## config.mk

```make
export PLATFORM = sky130hd
export DESIGN_NAME = mphm_mod
export DESIGN_NICKNAME = d
export VERILOG_FILES = /design/src/sv/mphm_pkg.sv /design/src/sv/mphm_mod.sv
export SDC_FILE = /design/constraint.sdc
export NUM_CORES = 1
export LEC_CHECK = 0
export BUFFER_PORTS_ARGS = -buffer_cell sky130_fd_sc_hd__buf_2
export CAP_MARGIN = 0
export CORE_ASPECT_RATIO = 0.8
export CORE_MARGIN = 3
export CORE_UTILIZATION = 41
export DETAILED_ROUTE_END_ITERATION = 6
export GPL_ROUTABILITY_DRIVEN = 0
export GPL_TIMING_DRIVEN = 0
export PLACE_DENSITY = 0.67
export RECOVER_POWER = 25
export SYNTH_ARGS = -nofsm -noshare
export SYNTH_HDL_FRONTEND = slang
export SYNTH_SLANG_ARGS = --single-unit
```

## constraint.sdc

```tcl
create_clock -name clk_i -period 3.1 [get_ports clk_i]
set_input_delay 0.31 -clock clk_i [delete_from_list [all_inputs] [get_ports clk_i]]
set_output_delay 0.31 -clock clk_i [all_outputs]
set_load 0.005 [all_outputs]
```

## src/sv/mphm_pkg.sv

```systemverilog
`timescale 1ns / 1ps
package mphm_pkg;
  localparam int unsigned CapacityDef = 1024;
  localparam int unsigned KeyW = 32;
  localparam int unsigned ValW = 32;
  localparam int unsigned SizeW = 11;
  localparam int unsigned FuncW = 2;
  localparam int unsigned StatW = 2;
  localparam logic [SizeW-1:0] BaseRst = 11'd16;

  localparam logic [FuncW-1:0] FuncSet = 2'd0;
  localparam logic [FuncW-1:0] FuncGet = 2'd1;
  localparam logic [FuncW-1:0] FuncDel = 2'd2;

  localparam logic [StatW-1:0] StatOk = 2'd0;
  localparam logic [StatW-1:0] StatFull = 2'd1;
  localparam logic [StatW-1:0] StatKeyZero = 2'd2;
endpackage

```

## src/sv/mphm_mod.sv

```systemverilog
`timescale 1ns / 1ps
// Restoring divider: one quotient bit per cycle, remainder out.
module mphm_mod #(
  parameter int unsigned DW = 17
) (
  input  logic                      clk_i,
  input  logic                      rst_ni,
  input  logic                      start_i,
  input  logic [mphm_pkg::KeyW-1:0] num_i,
  input  logic [DW-1:0]             den_i,
  output logic                      done_o,
  output logic [DW-1:0]             rem_o
);
  import mphm_pkg::*;
  localparam int unsigned CntW = $clog2(KeyW + 1);

  logic [KeyW-1:0] num_q, num_d;
  logic [DW:0]     rem_q, rem_d;
  logic [DW-1:0]   den_q, den_d;
  logic [CntW-1:0] cnt_q, cnt_d;
  logic            busy_q, busy_d, done_q, done_d;
  logic [DW:0]     trial, diff;

  assign trial = {rem_q[DW-1:0], num_q[KeyW-1]};
  assign diff  = trial - {1'b0, den_q};

  always_comb begin
    num_d = num_q; rem_d = rem_q; den_d = den_q; cnt_d = cnt_q;
    busy_d = busy_q; done_d = 1'b0;
    if (start_i) begin
      num_d = num_i; den_d = den_i; rem_d = '0;
      cnt_d = CntW'(KeyW); busy_d = 1'b1;
    end else if (busy_q) begin
      num_d = num_q << 1;
      rem_d = diff[DW] ? trial : diff;
      cnt_d = cnt_q - 1'b1;
      if (cnt_q == CntW'(1)) begin
        busy_d = 1'b0; done_d = 1'b1;
      end
    end
  end

  always_ff @(posedge clk_i or negedge rst_ni) begin
    if (!rst_ni) begin
      busy_q <= 1'b0; done_q <= 1'b0; cnt_q <= '0;
    end else begin
      busy_q <= busy_d; done_q <= done_d; cnt_q <= cnt_d;
    end
  end

  always_ff @(posedge clk_i) begin
    num_q <= num_d; rem_q <= rem_d; den_q <= den_d;
  end

  assign done_o = done_q;
  assign rem_o  = rem_q[DW-1:0];
endmodule

```

==> impl_results.md <==
- I/O pin cnt: 70
- Clock latency on the worst-skew pair: 0.34 ns
- CTS tree: built
- H-tree depth: 3
- Max-cap violations: 0
- Hold WC Path Type: input port to flop
- Post-synthesis cell type count: 54
- Crit end category: flop
- Starting DRC count in detailed routing: 170
- Origin of the critical flop-to-flop path: rem_q[11]$_SDFFE_PP0P_
- Largest net degree at the start of global routing: 34
- CP Max Fanout: 10
- First-pass GRT wire length: 15.3 mm
- Placement Cell Area: 0.00458 mm2
- Die Width: 117 um
- Mapped Cells: 371
- Final period utilization: 0.894
- Root buffer cell: clkbuf_16
- Row cnt: 31
- Mapped Nets: 443
- YS warnings: 0
- Xor and xnor area share after synthesis: 0.0258
- Wire length per cell: 15.7 um
- TritonCTS buffer count: 9
- Skew final: 0.00629 ns
- #FFs+latches synth: 74
- R2R cell count: 8
- Global route overflow: 0
- Number of I/O port buffers: 69
- Critical Path Source: rem_q[11]$_SDFFE_PP0P_
- IR drop worst, VDD: 0.373 mV
- Setup violators final: 0
- Async SR Flop Fraction: 0.108
- Total number of vias: 3141
- 1st-pass router iterations: 5
- Status: complete, no violations
- Core area: 0.00935 mm2
- Via density: 5.33
- Cell Area, Synth: 0.00407 mm2
- Post-synth top area cell: edfxtp_1
- NumNets Final: 524
- Layout fillers: 830
- Reg2reg setup slack: 0.33 ns
- Routed wire length: 9.22 mm
- Synth Area in Simple Gates: 0.127
- Post-Synth Adder-Cell Area: 0.0633
- Initial antenna violation count: 0
- Die Span Y: 95.1 um
- Top-area cell type share of the netlist area: 0.361
- HPWL after detailed placement: 6.70 mm
- P_leak: 2.06 nW
- Setup bufs post-CTS: 0
- Vias in the first global route: 3179
- GR Util All Layers: 0.172
- Reg2reg end: rem_q[7]$_SDFFE_PP0P_
- Top area cells in the synthesized netlist: edfxtp_1 (36%), mux2_2 (8.6%), dfxtp_1 (8.4%)
- Type of origin of the critical path: flop
- Clock-pin slew on the worst setup and hold paths: 0.06 ns
- Sequential share of the synthesized area: 0.494
- Starting density of the core: 0.436
- Compound-Gate Fraction of Synth Area: 0.164
- Number of inserted diodes: 0
- Post-route DRC: 0
- Fin. max-slew vios: 0
- Power Density: 767 mW/mm2
- Clk buf depth: 2
- Number of synthesized flops with an enable pin: 49
- Final Instance Area: 0.00489 mm2
- Final Hold Fails: 0
- RSZ-0062 raised after global routing: no
- Post-synthesis mux area share: 0.0882
- Final ANT Viol Nets: 0
- Worst endpoint data arrival time: 3.00 ns
- Largest family of logic cells by synthesized area: compound AO/OA/AOI/OAI gates
- Slew headroom: 0.300
- Data required time at the worst endpoint: 3.33 ns
- Syn Area/Cell: 11.0 um2
- Least-Margin Pin Slew: 1.05 ns
- Layout cell share with drive strength beyond 1: 0.284
- Fmax: 361 MHz
- Synthesis-to-layout area growth: 20.2%
- End point of the critical path: rem_q[7]$_SDFFE_PP0P_
- Crit Path Class: flop to flop
- CTS resizes: 0
- Most used DFF post-synth: edfxtp_1
- Sink Count: 74
- Fin crit period: 2.77 ns
- Setup Total Neg Slack: 0 ns
- Full die area: 0.0112 mm2
[flip-flops by register name, summed over array words and instances (netlist names)]
signal,count
rem_q,17
den_q,17
busy_q,1
done_o,1
cnt_q,6
num_q,32
[logic make-up after synthesis]
kind of cell / count (synthesis)
and+or+nand+nor: 101
AOI/OAI and AO/OA: 92
DFF: 74
buffers and inverters: 40
muxes: 32
adders and majority gates: 20
xor gates and xnor gates: 12
[metal layers]
metal	track usage	vias up	wire length (um)
met1	0.222	1491	4300
met2	0.272	82	4120
met3	0.0611	14	672
li1	-	1554	-
met5	0	-	0
met4	0.0635	0	122
[synth_stat cells, types with 9 or more instances]
master / number
a311oi_1: 11
mux2_2: 31
edfxtp_1: 49
o21ai_0: 23
a21oi_1: 14
nor2_1: 32
dfxtp_1: 17
clkbuf_1: 11
nand2_1: 22
inv_1: 23
nand3_1: 9
ha_1: 19
[how the worst min path moves through the flow]
stage / start / cells after the start / to
after detailed placement: rst_ni / 1 / cnt_q[4]$_DFFE_PN0P_
after global placement: rst_ni / 1 / cnt_q[4]$_DFFE_PN0P_
after global routing: den_i[4] / 1 / den_q[4]$_DFFE_PP_
after CTS: den_i[1] / 1 / den_q[1]$_DFFE_PP_
after floorplan: rst_ni / 0 / busy_q$_DFF_PN0_
final: den_i[1] / 1 / den_q[1]$_DFFE_PP_
[power by group]
| group | leakage [nW] | switching (mW) | total, mW | internal, mW |
|---|---|---|---|---|
| registers | 0.743 | 0.146 | 1.40 | 1.26 |
| logic | 1.17 | 0.726 | 1.30 | 0.570 |
| clock network | 0.147 | 0.413 | 1.06 | 0.645 |
[repair_timing]
item	4_1_cts	5_1_grt
hold endpoints to repair	8	0
endpoints found under the setup margin	0	0
hold buffers	1	0
[layout make-up]
| cell class | count | area, um2 | area share |
|---|---|---|---|
| multi-input cells | 257 | 1910 | 0.390 |
| flip-flops and latches | 74 | 2010 | 0.411 |
| clock buffers | 10 | 239 | 0.0488 |
| plain buffers | 17 | 67.6 | 0.0138 |
| repair buffers | 70 | 353 | 0.0721 |
| well taps | 132 | 165 | 0.0337 |
| inverters | 23 | 86.3 | 0.0176 |
| clock inverters | 6 | 63.8 | 0.0130 |
[stage by stage]
step	worst slack, ns	utilization	hold WS [ns]	cells	total power, mW
after floorplan	0.710	-	0.0144	371	2.33
after global placement	0.384	0.490	0.159	572	2.67
after detailed placement	0.294	0.490	0.163	572	2.71
after CTS	0.336	0.524	0.134	589	3.78
after global routing	0.113	0.524	0.133	589	4.00
final	0.328	0.524	0.143	589	3.76
[critical path, stage by stage (launching register included)]
cell	delay, ns
dfxtp_1	0.34
ha_1	0.39
a21oi_2	0.19
o21ai_1	0.14
a21o_4	0.27
nor4_4	0.45
clkbuf_1	0.44
o21ai_0	0.14
a311oi_1	0.30
[placed cells by master (no fill, tap or decap), types with 5 or more instances in the layout]
master,instances
clkbuf_16,9
xnor2_1,8
nand2_1,21
buf_2,70
edfxtp_1,49
nor3_1,5
nor2_1,32
dfxtp_1,17
inv_1,23
mux2_2,31
a21oi_2,5
a21oi_1,14
nand2b_1,5
o21ai_0,23
a311oi_1,11
ha_1,19
clkbuf_1,13
dfrtp_1,8
nand3_1,9
No activity file was read; power rests on OpenSTA's default activity.
